--- src/ibwt_pkg.sv ---
// Shared constants, types and command/status structs for the inverse BWT block.
// Used by the controller, the datapath and the top level; depends on nothing.
`default_nettype none

package ibwt_pkg;

    // Largest block in bytes; the address and length widths follow from it.
    localparam int BLOCK_SIZE = 4096;
    localparam int ADDR_W     = $clog2(BLOCK_SIZE);
    localparam int LEN_W      = $clog2(BLOCK_SIZE + 1);
    localparam int SYM_W      = 8;
    localparam int NUM_SYM    = 256;
    localparam int TAB_AW     = $clog2(NUM_SYM);
    localparam int POS_W      = 12;
    localparam int PIDX_W     = 12;
    localparam int CMP_W      = (LEN_W > PIDX_W) ? LEN_W : PIDX_W;
    localparam int STORE_W    = SYM_W + ADDR_W;

    typedef enum logic [2:0] {
        ST_LOAD,
        ST_LOAD_WR,
        ST_ERR_OUT,
        ST_PFX_RD,
        ST_PFX_WR,
        ST_DRAIN,
        ST_DR_SYM,
        ST_DR_OUT
    } t_state;

    // Source of the symbol table read address.
    typedef enum logic [1:0] {
        TS_INPUT,
        TS_PFX,
        TS_SYM
    } t_tsel;

    typedef struct packed {
        logic  capture;
        logic  load_wr;
        logic  pfx_wr;
        logic  out_walk;
        logic  out_err;
        logic  blk_clear;
        t_tsel tsel;
    } t_cmd;

    typedef struct packed {
        logic last;
        logic bad;
        logic pfx_done;
        logic rem_zero;
        logic rem_one;
        logic out_free;
    } t_stat;

endpackage

`default_nettype wire

--- src/ibwt_ctrl.sv ---
// Controller state machine for the inverse BWT block: sequences loads, the
// offset pass and the walk. Depends on ibwt_pkg for states, commands and status.
`default_nettype none

module ibwt_ctrl (
    input  wire logic           i_clk,
    input  wire logic           i_rst_n,
    input  wire logic           i_in_valid,
    input  wire logic           i_kind,
    input  wire ibwt_pkg::t_stat i_stat,
    output logic                o_in_stall,
    output ibwt_pkg::t_cmd      o_cmd
);

    ibwt_pkg::t_state r_state;
    ibwt_pkg::t_state n_state;
    logic             accept;

    always_ff @(posedge i_clk) begin
        if (!i_rst_n) begin
            r_state <= ibwt_pkg::ST_LOAD;
        end else begin
            r_state <= n_state;
        end
    end

    assign o_in_stall = !((r_state == ibwt_pkg::ST_LOAD) || (r_state == ibwt_pkg::ST_DRAIN));
    assign accept     = i_in_valid && !o_in_stall;

    always_comb begin
        n_state = r_state;
        o_cmd   = '{capture: 1'b0, load_wr: 1'b0, pfx_wr: 1'b0, out_walk: 1'b0,
                    out_err: 1'b0, blk_clear: 1'b0, tsel: ibwt_pkg::TS_SYM};
        case (r_state)
            ibwt_pkg::ST_LOAD: begin
                o_cmd.tsel = ibwt_pkg::TS_INPUT;
                // A drain word while loading is taken and dropped.
                if (accept && !i_kind) begin
                    o_cmd.capture = 1'b1;
                    n_state       = ibwt_pkg::ST_LOAD_WR;
                end
            end
            ibwt_pkg::ST_LOAD_WR: begin
                o_cmd.load_wr = 1'b1;
                if (!i_stat.last) begin
                    n_state = ibwt_pkg::ST_LOAD;
                end else if (i_stat.bad) begin
                    n_state = ibwt_pkg::ST_ERR_OUT;
                end else begin
                    n_state = ibwt_pkg::ST_PFX_RD;
                end
            end
            ibwt_pkg::ST_ERR_OUT: begin
                if (i_stat.out_free) begin
                    o_cmd.out_err   = 1'b1;
                    o_cmd.blk_clear = 1'b1;
                    n_state         = ibwt_pkg::ST_LOAD;
                end
            end
            ibwt_pkg::ST_PFX_RD: begin
                o_cmd.tsel = ibwt_pkg::TS_PFX;
                n_state    = ibwt_pkg::ST_PFX_WR;
            end
            ibwt_pkg::ST_PFX_WR: begin
                o_cmd.pfx_wr = 1'b1;
                n_state = i_stat.pfx_done ? ibwt_pkg::ST_DRAIN : ibwt_pkg::ST_PFX_RD;
            end
            ibwt_pkg::ST_DRAIN: begin
                // A load word while draining is taken and dropped.
                if (accept && i_kind && !i_stat.rem_zero) begin
                    n_state = ibwt_pkg::ST_DR_SYM;
                end
            end
            ibwt_pkg::ST_DR_SYM: begin
                n_state = ibwt_pkg::ST_DR_OUT;
            end
            ibwt_pkg::ST_DR_OUT: begin
                if (i_stat.out_free) begin
                    o_cmd.out_walk = 1'b1;
                    if (i_stat.rem_one) begin
                        o_cmd.blk_clear = 1'b1;
                        n_state         = ibwt_pkg::ST_LOAD;
                    end else begin
                        n_state = ibwt_pkg::ST_DRAIN;
                    end
                end
            end
            default: begin
                n_state = ibwt_pkg::ST_LOAD;
            end
        endcase
    end

endmodule

`default_nettype wire

--- config.mk ---
export PLATFORM = sky130hd
export DESIGN_NAME = ibwt_ctrl
export DESIGN_NICKNAME = d
export VERILOG_FILES = /design/src/ibwt_pkg.sv /design/src/ibwt_ctrl.sv
export SDC_FILE = /design/constraint.sdc
export NUM_CORES = 1
export LEC_CHECK = 0
export ABC_AREA = 1
export BUFFER_PORTS_ARGS = -buffer_cell sky130_fd_sc_hd__buf_2
export CORE_AREA = 2 2 39 41
export CTS_CLUSTER_DIAMETER = 40
export CTS_CLUSTER_SIZE = 20
export DETAILED_ROUTE_END_ITERATION = 10
export DIE_AREA = 0 0 41 43
export PLACE_DENSITY = 0.59
export SYNTH_ARGS = -nofsm -noshare
export SYNTH_HDL_FRONTEND = slang
export SYNTH_SLANG_ARGS = --single-unit
--- constraint.sdc ---
create_clock -name i_clk -period 1.3 [get_ports i_clk]
set_input_delay 0.195 -clock i_clk [delete_from_list [all_inputs] [get_ports i_clk]]
set_output_delay 0.195 -clock i_clk [all_outputs]
set_load 0.005 [all_outputs]
# == After elaboration in Yosys (flattened, before gate mapping) ==
# Index checks and enable logic that the tools add are counted.
# totals
mem_bits_rw,0
out_inout_bits,9
ff_bits,3
input_bits,10
latchBits,0
word_cells,43
mem_count,0
romBits,0
# classes
n_mux,21
n_mul,0
magnitude_cmp,0
n_addsub,0
n_reduce_logical,10
n_eq_ne,11
shift,0
n_bitwise,0
div,0
# ops
cell,n
$pmux 3 s8,1
$mux 3,7
$eq 3x3->1 const B,4
$mux 1,10
$eq 3x2->1 const B,2
$logic_and 1x1->1,4
$ne 2x1->1 const B,2
$ne 2x2->1 const B,2
$pmux 2 s2,1
$reduce_and 4->1,1
$eq 3x1->1 const B,1
$logic_not 1->1,3
$logic_not 3->1,1
$mux 2,1
$pmux 1 s2,1
$logic_or 1x1->1,1

# == Logic depth before layout (Yosys ltp) ==
# Gate-level depths: netlist of run 1.
# depth
word_depth,7
depth_mapped,8
mapped_depth_nobuf,8

# == Worst setup path after synthesis of run 1 ==
# Ideal clock, no wire load.
# synth_timing
path_kind,register to output
start,reg r_state[2]
end,out o_cmd[2] in the netlist's numbering
arrival_time_ps,893
path_stages_with_launch,6
t_required_ps,1105
slack_ps,212
path_buffers,1
cell_sequence,dfxtp_1 > buf_6 > inv_4 > nor3_2 > nand2_1 > o21ai_1
# synth_lines
element,line,source
start: declaration,ibwt_ctrl.sv:15,ibwt_pkg::t_state r_state;
start signal: assignment,ibwt_ctrl.sv:21,r_state <= ibwt_pkg::ST_LOAD;
start signal: assignment,ibwt_ctrl.sv:23,r_state <= n_state;
end: declaration,ibwt_ctrl.sv:12,output ibwt_pkg::t_cmd o_cmd

==> results.json, run 1 <==
{
  "netlist_top_cells_area": "dfxtp_1 (15%), nand2_1 (11%), nand3_1 (10%), inv_1 (7.7%), nor2_1 (6.8%)",
  "via_per_inst": 4.447,
  "holdWs_ns": 0.2156,
  "status": "finished, violations left",
  "crit_slowest_cell": "dfxtp_4",
  "seq_area_frac_synth_pct": 15.48,
  "hold_start": "i_rst_n",
  "grt_max_degree": 7,
  "dieArea_um2": 1763,
  "critPathKind": "reg2out",
  "grt_pass1_vias": 386,
  "dp_hpwl_um": 746.7,
  "grt_pass1_wl_um": 1490,
  "insertion_delay_ns": 0.24,
  "core_area_um2": 1384,
  "start_kind": "flip-flop",
  "synth_flop_cell": "dfxtp_1",
  "largest_register": "r_state",
  "antenna_found_initial": 0,
  "cp-end-kind": "output port",
  "hp-class": "in2reg",
  "drt_pass1_iterations": 4,
  "gp_congestion": 0.7632,
  "root_buffer": "clkbuf_4",
  "drc": 0,
  "wl_per_cell_um": 8.748,
  "largest_reg_flops": 3,
  "cts.sinks": 3,
  "final_nets": 98,
  "hold_viol": 0,
  "crit_fanout": 6,
  "core.rowCount": 14,
  "syn_to_final_growth_pct": 47.10,
  "yosysWarnings": 0,
  "cpPeakStageDelay_ns": 0.38,
  "avgSynthCellArea_um2": 6.256,
  "clockBufferDepth": 2,
  "tightest_slew_ns": 0.1827,
  "yosysMostFrequentCell": "nand2_1",
  "synth_common_cells": "nand2_1 (11), inv_1 (8), nand3_1 (8)",
  "reg_top3": "r_state (3)",
  "crit_chain": "inv_6, nor3_4, nand2_1, o21ai_1, buf_2",
  "placedCellCount": 97,
  "n_antenna_cell": 0,
  "grt_setup_unrepaired": "yes",
  "ys_types": 20,
  "syn_inst": 62,
  "final_cells": 103,
  "clkTransAtPathRegs_ns": 0.04,
  "required_ns": 1.11,
  "drt-total-wl_um": 901,
  "die_width_um": 41,
  "cts-buffers-inserted": 3,
  "fin_ws_ns": -0.002583,
  "cts_tree": "yes",
  "timing.final.crit_share_pct": 100.2,
  "cp-startpoint": "r_state[2]",
  "async_flop_share_pct": 0,
  "slew_headroom_pct": 87.81,
  "vias": 458,
  "max_freq_ghz": 0.7677,
  "yosysTopAreaCell": "dfxtp_1",
  "power.density_nw_per_um2": 2313,
  "r2r-start": "r_state[1]",
  "antenna_left": 0,
  "overflow": 0,
  "ys_ff_latch": 3,
  "finalSetupViolCount": 1,
  "synth_top_area_share_pct": 15.48,
  "drt_iter0_drc": 6,
  "synthesis.area_um2": 387.9,
  "slew_violations": 0,
  "dieHeight_um": 43,
  "start_util_pct": 28.03,
  "ios": 19,
  "syn_nets": 72,
  "worstPathArrival_ns": 1.11,
  "drive_gt1_share_pct": 55.17,
  "fin_crit_ns": 1.303,
  "maxCapViolCount": 0,
  "h-tree-depth": 1,
  "port_buffers": 18,
  "track_usage_pct": 12.73,
  "ir_drop_mv": 0.6201,
  "synth_edf_count": 0,
  "finClkSkew_ns": 0.005353,
  "leakagePower_uw": 0.0003329,
  "violations": "negative setup slack"
}
-- worst max-delay path: cells and delay by family, from the launching register on --
family	cells	cell delay, ns
compound gates	1	0.06
buf+inv	2	0.18
flops	1	0.38
simple gates	2	0.24
-- path summary, 6_finish.rpt --
kind | slack (ns) | end | cells past startpoint
worst max-delay path | -0.003 | o_cmd[2] | 5
worst min-delay path | 0.22 | r_state[1] | 3
worst max register to register | 0.16 | r_state[0] | 8
worst min register to register | 0.65 | r_state[2] | 4
-- cells in the final DEF (no fill, tap or decap), types with 2 or more instances in the layout --
| cell | n |
|---|---|
| inv_2 | 3 |
| nand3_1 | 8 |
| inv_1 | 8 |
| nand3_2 | 2 |
| nor2_4 | 2 |
| o21ai_1 | 2 |
| nand2_2 | 3 |
| clkbuf_4 | 3 |
| buf_2 | 18 |
| nand2_1 | 10 |
| nor2_2 | 3 |
| dfxtp_2 | 2 |
| nor2_1 | 7 |
| nand2_4 | 3 |
| buf_4 | 4 |
-- stage by stage --
step | setup WS (ns) | power, uW | utilization, % | setup TNS, ns | instance area [um2]
after floorplan | 0.2118 | 829.5 | - | 0 | 387.9
after global placement | 0.1561 | 1039 | 36.26 | 0 | 501.7
after detailed placement | 0.09622 | 1048 | 36.26 | 0 | 501.7
after CTS | -0.01146 | 1290 | 40.33 | -0.01146 | 558.0
after global routing | -0.08760 | 1475 | 41.23 | -0.1308 | 570.5
final | -0.002583 | 1319 | 41.23 | -0.002583 | 570.5
-- report_power, final --
part	internal (uW)	switching (uW)	total (uW)
sequential	152	81.8	234
clock	115	54.4	170
combinational	396	520	916
total	663	656	1320
-- layer usage --
| metal | GRT usage, % | wire length, um |
|---|---|---|
| met5 | 0 | 0 |
| met4 | 10.00 | 0 |
| met3 | 1.571 | 33 |
| met2 | 18.44 | 483 |
| met1 | 15.97 | 384 |
-- final cells by class --
cell class | count | area [um2]
flip-flops and latches | 3 | 66.31
multi-input cells | 46 | 287.8
repair buffers | 22 | 120.1
well taps | 16 | 20.02
fillers | 162 | 813.3
inverters | 12 | 50.05
clock buffers | 4 | 26.28
-- logic make-up after synthesis --
group / Yosys count / synth area share [%]
AND/OR/NAND/NOR: 42 / 64.19
buffers and inverters: 13 / 15.16
AO/OA/AOI/OAI: 4 / 5.159
flip-flops: 3 / 15.48
-- repair_timing --
action | in CTS | in global routing
pin swaps | 0 | 1
resized for setup | 8 | 1
hold buffers | 0 | 0
setup endpoints to repair | 4 | 5
setup buffers | 1 | 1
(Power assumes the default switching activity.)
==> run 2, diff against run 1 <==
==> constraint.sdc (replaced) <==
create_clock -name i_clk -period 1.3 [get_ports i_clk]
set_input_delay 0.13 -clock i_clk [delete_from_list [all_inputs] [get_ports i_clk]]
set_output_delay 0.13 -clock i_clk [all_outputs]
set_load 0.005 [all_outputs]
==> run 2 against run 1 <==
The run now ends clean. Non-clock buffer count increased by 1. Sequential power increased by 2%. Fmax is 3.7% higher. Count of clock-buffer cells in the layout unchanged. Global-route usage fell by 0.70 points. Clock power down 4%. Design area grew 1.8%. Worst setup slack better by 0.046 ns. Combinational power increased by 1%. Critical path depth is the same. Sequential share of layout area grew 0.66 points. Die area unchanged.
==> results.json, run 2 (same netlist as run 1, synthesis figures left out) <==
{
  "slew_violations": 0,
  "drc": 0,
  "core.rowCount": 14,
  "hold_viol": 0,
  "critical_path.top_delay_family": "flip-flops",
  "postLayoutCellArea_um2": 580.6,
  "cts-buffers-inserted": 3,
  "tightest_slew_ns": 0.1832,
  "cts.hold.buffers_added": 0,
  "drt_iter0_drc": 1,
  "drive_gt1_share_pct": 55.68,
  "leakagePower_uw": 0.0003380,
  "crit_slowest_cell": "dfxtp_4",
  "critPathKind": "reg2out",
  "finalSetupViolCount": 0,
  "overflow": 0,
  "h-tree-depth": 1,
  "cp-end-kind": "output port",
  "largest_register": "r_state",
  "ir_drop_mv": 0.6402,
  "core_area_um2": 1384,
  "antenna_found_initial": 0,
  "root_buffer": "clkbuf_4",
  "cpPeakStageDelay_ns": 0.37,
  "insertion_delay_ns": 0.23,
  "drt-total-wl_um": 910,
  "hp-class": "in2reg",
  "timing.final.crit_share_pct": 96.65,
  "dieArea_um2": 1763,
  "post_dp_cell_area_um2": 494.2,
  "fin_tns_setup_ns": 0,
  "cts_tree": "yes",
  "max_freq_ghz": 0.7959,
  "final_common_cell": "buf_2",
  "crit_buf_inv": 3,
  "maxCapViolCount": 0,
  "final_cell_mix": "buf_2 (18), nand2_1 (10), inv_1 (8), nand3_1 (8), nor2_1 (7)",
  "required_ns": 1.17,
  "dieHeight_um": 43,
  "slew_headroom_pct": 87.65,
  "grt_setup_unrepaired": "yes",
  "largest_reg_flops": 3,
  "worstPathArrival_ns": 1.13,
  "vias": 459,
  "dp_hpwl_um": 717.7,
  "power.density_nw_per_um2": 2289,
  "port_buffers": 18,
  "grt_max_degree": 8,
  "reg_top3": "r_state (3)",
  "final_nets": 99,
  "clockBufferDepth": 2,
  "die_width_um": 41,
  "n_antenna_cell": 0,
  "syn_to_final_growth_pct": 49.68,
  "status": "completed",
  "finClkSkew_ns": 0.001785,
  "drt_pass1_iterations": 4,
  "grt_pass1_wl_um": 1449,
  "wl_per_cell_um": 8.750,
  "crit_chain": "nand2_4, buf_4, a21oi_1, inv_1, buf_2",
  "antenna_left": 0,
  "clkTransAtPathRegs_ns": 0.04,
  "track_usage_pct": 12.02,
  "crit_fanout": 5,
  "start_kind": "flip-flop",
  "cts.sinks": 3,
  "start_util_pct": 28.03,
  "via_per_inst": 4.413,
  "ios": 19,
  "grt_pass1_vias": 390,
  "holdWs_ns": 0.1523,
  "post-route-util_pct": 41.95,
  "fin_crit_ns": 1.256,
  "gp_congestion": 0.7223
}
==> run 2: cell types whose count changed in the layout (fill, tap and decap cells not counted) <==
cell	change
buf_4	+1
inv_4	+1
dfxtp_4	+2
inv_6	-1
dfxtp_2	-2
==> run 2: metrics by stage <==
stage                     cells  power (uW)  setup WS (ns)
after floorplan              62       829.5         0.2644
after global placement       96        1024         0.1404
after detailed placement     96        1027         0.1136
after CTS                   100        1219        0.01688
after global routing        104        1471       -0.02293
final                       104        1329        0.04360
==> run 2: area by class of cell <==
| type | instances | area, um2 |
|---|---|---|
| Fill cell | 162 | 803.3 |
| Multi-Input combinational cell | 46 | 287.8 |
| Timing Repair Buffer | 23 | 127.6 |
| Sequential cell | 3 | 71.32 |
| Inverter | 12 | 47.55 |
| Clock buffer | 4 | 26.28 |
| Tap cell | 16 | 20.02 |
==> run 2: worst reg2reg max path: stages, from the launching register on <==
cell and delay [ns]:
dfxtp_4 0.35, buf_4 0.14, buf_4 0.13, nand2_1 0.07, nand3_2 0.10, nand3_4 0.09, nand2_2 0.05, nand2_2 0.07
nor2_2 0.03
==> run 2: per-layer routing <==
layer / global-route usage, % / share of wire (%) / vias up
li1: - / - / 247
met1: 14.70 / 40 / 198
met2: 18.44 / 53 / 12
met3: 3.141 / 4.7 / 2
met4: 6.000 / 1.9 / 0
met5: 0 / 0 / -
==> run 2: worst paths after layout <==
kind / start / endpoint / slack [ns] / cells after the start
worst max-delay path: r_state[1] / o_cmd[1] / 0.04 / 5
worst min-delay path: i_rst_n / r_state[2] / 0.15 / 3
worst max register to register: r_state[2] / r_state[0] / 0.16 / 8
worst min register to register: r_state[2] / r_state[2] / 0.65 / 4
==> run 2: where the power goes <==
part           internal (uW)  switching, uW
Combinational            397            530
Clock                    115           48.3
Sequential               163           75.7
==> run 2: what timing repair did <==
| item | in CTS | in global routing |
|---|---|---|
| endpoints found under the hold margin | 0 | 0 |
| gates resized for setup | 4 | 6 |
| endpoints found under the setup margin | 4 | 1 |
| pin swaps | 0 | 3 |
| buffers inserted | 0 | 4 |
==> run 3, diff against run 2 <==
clock period = 1.2 ns   (was 1.3 ns; I/O delays follow)
==> run 3 against run 2 <==
Global-route usage up 1.2 points. Clock skew up 0.0033 ns. Critical path type unchanged. Highest routed layer unchanged. Cell count down 1.9%. Design area up 3.9%. The flow now finishes with violations (negative setup slack). Critical endpoint is now o_cmd[2].
==> results.json, run 3 (same netlist as run 1, synthesis figures left out) <==
{
  "leakagePower_uw": 0.0003349,
  "cts.sinks": 3,
  "max_freq_ghz": 0.8100,
  "ios": 19,
  "overflow": 0,
  "largest_reg_flops": 3,
  "slew_headroom_pct": 86.43,
  "postLayoutCellArea_um2": 603.1,
  "drt_pass1_iterations": 1,
  "dp_hpwl_um": 761.7,
  "finalSetupViolCount": 1,
  "final_cells": 102,
  "wl_per_cell_um": 9.873,
  "grt_max_degree": 7,
  "largest_register": "r_state",
  "drt_iter0_drc": 0,
  "hold_viol": 0,
  "start_kind": "flip-flop",
  "worstPathArrival_ns": 1.11,
  "via_per_inst": 4.676,
  "violations": "negative setup slack",
  "h-tree-depth": 1,
  "cts_tree": "yes",
  "finClkSkew_ns": 0.005131,
  "critPathKind": "reg2out",
  "grt_pass1_wl_um": 1587,
  "reg_top3": "r_state (3)",
  "antenna_found_initial": 0,
  "gp_congestion": 0.7703,
  "tightest_slew_ns": 0.2034,
  "ir_drop_mv": 0.7880,
  "regArea_um2": 71.32,
  "grt_pass1_vias": 418,
  "insertion_delay_ns": 0.24,
  "power.density_nw_per_um2": 2606,
  "placedCellCount": 97,
  "grt_setup_unrepaired": "yes",
  "hp-class": "in2reg",
  "cp-end-kind": "output port",
  "port_buffers": 18,
  "required_ns": 1.08,
  "status": "finished, violations left",
  "fin_crit_ns": 1.235,
  "dieHeight_um": 43,
  "multi_input_area_um2": 312.8,
  "cts.hold.buffers_added": 0,
  "dieArea_um2": 1763,
  "core_area_um2": 1384,
  "track_usage_pct": 13.25,
  "drc": 0,
  "vias": 477,
  "die_width_um": 41,
  "core.rowCount": 14,
  "final_nets": 97,
  "root_buffer": "clkbuf_4",
  "timing.final.crit_share_pct": 102.9,
  "syn_to_final_growth_pct": 55.48,
  "crit_fanout": 6,
  "fillers": 162,
  "fin_tns_setup_ns": -0.03461,
  "cts-buffers-inserted": 3,
  "fin_ws_ns": -0.03461,
  "drt-total-wl_um": 1007,
  "start_util_pct": 28.03,
  "final_cell_mix": "buf_2 (18), nand2_1 (10), inv_1 (8), nand3_1 (8), nor2_1 (6)",
  "drive_gt1_share_pct": 58.14,
  "maxCapViolCount": 0,
  "holdWs_ns": 0.1355,
  "clockBufferDepth": 2,
  "final_common_cell": "buf_2",
  "clkTransAtPathRegs_ns": 0.04,
  "antenna_left": 0,
  "n_antenna_cell": 0,
  "post-route-util_pct": 43.58,
  "post_dp_cell_area_um2": 501.7,
  "slew_violations": 0
}
run 3: worst paths after layout:
kind                              endpoint       start  cells past startpoint  slack, ns
worst max-delay path              o_cmd[2]  r_state[2]                      5      -0.03
worst max register to register  r_state[2]  r_state[2]                      8       0.09
worst min register to register  r_state[0]  r_state[2]                      4       0.64
worst min-delay path            r_state[1]     i_rst_n                      3       0.14
run 3: per-stage QoR:
| stage | total power, uW | setup slack [ns] |
|---|---|---|
| detailed placement | 1137 | 0.007508 |
| finish | 1572 | -0.03461 |
| CTS | 1427 | -0.03052 |
| floorplan | 898.6 | 0.1644 |
| global route | 1729 | -0.1425 |
| global placement | 1133 | 0.02904 |
run 3: worst max-delay path, cell delays in order (launching register included):
cell and delay, ns:
dfxtp_4 0.38, inv_6 0.06, nor3_4 0.19, nand2_1 0.06, o21ai_1 0.07, buf_2 0.12
run 3: final cells by class:
| type | instances | share of cell area [%] |
|---|---|---|
| inverters | 12 | 9.959 |
| multi-input cells | 46 | 51.87 |
| repair buffers | 21 | 18.67 |
| flip-flops and latches | 3 | 11.83 |
| well taps | 16 | 3.320 |
| clock buffers | 4 | 4.357 |
run 3: repair_timing:
item | in CTS | in global routing
gates resized for setup | 9 | 12
setup endpoints to repair | 8 | 8
setup buffers | 1 | 0
pin swaps | 0 | 2
run 3: power by group:
part / switching [uW] / leakage (uW) / total (uW) / internal, uW
Combinational: 633 / 0.000293 / 1100 / 463
Clock: 59.3 / 0.0000150 / 184 / 125
Sequential: 115 / 0.0000267 / 292 / 177
run 3: per-layer routing:
layer  up-vias  routed length [um]  global-route usage (%)
met2        12                 589                   23.44
met1       220                 367                   13.50
met4         0                  10                   8.000
li1        243                   -                       -
met5         -                   0                       0
met3         2                  39                   1.571
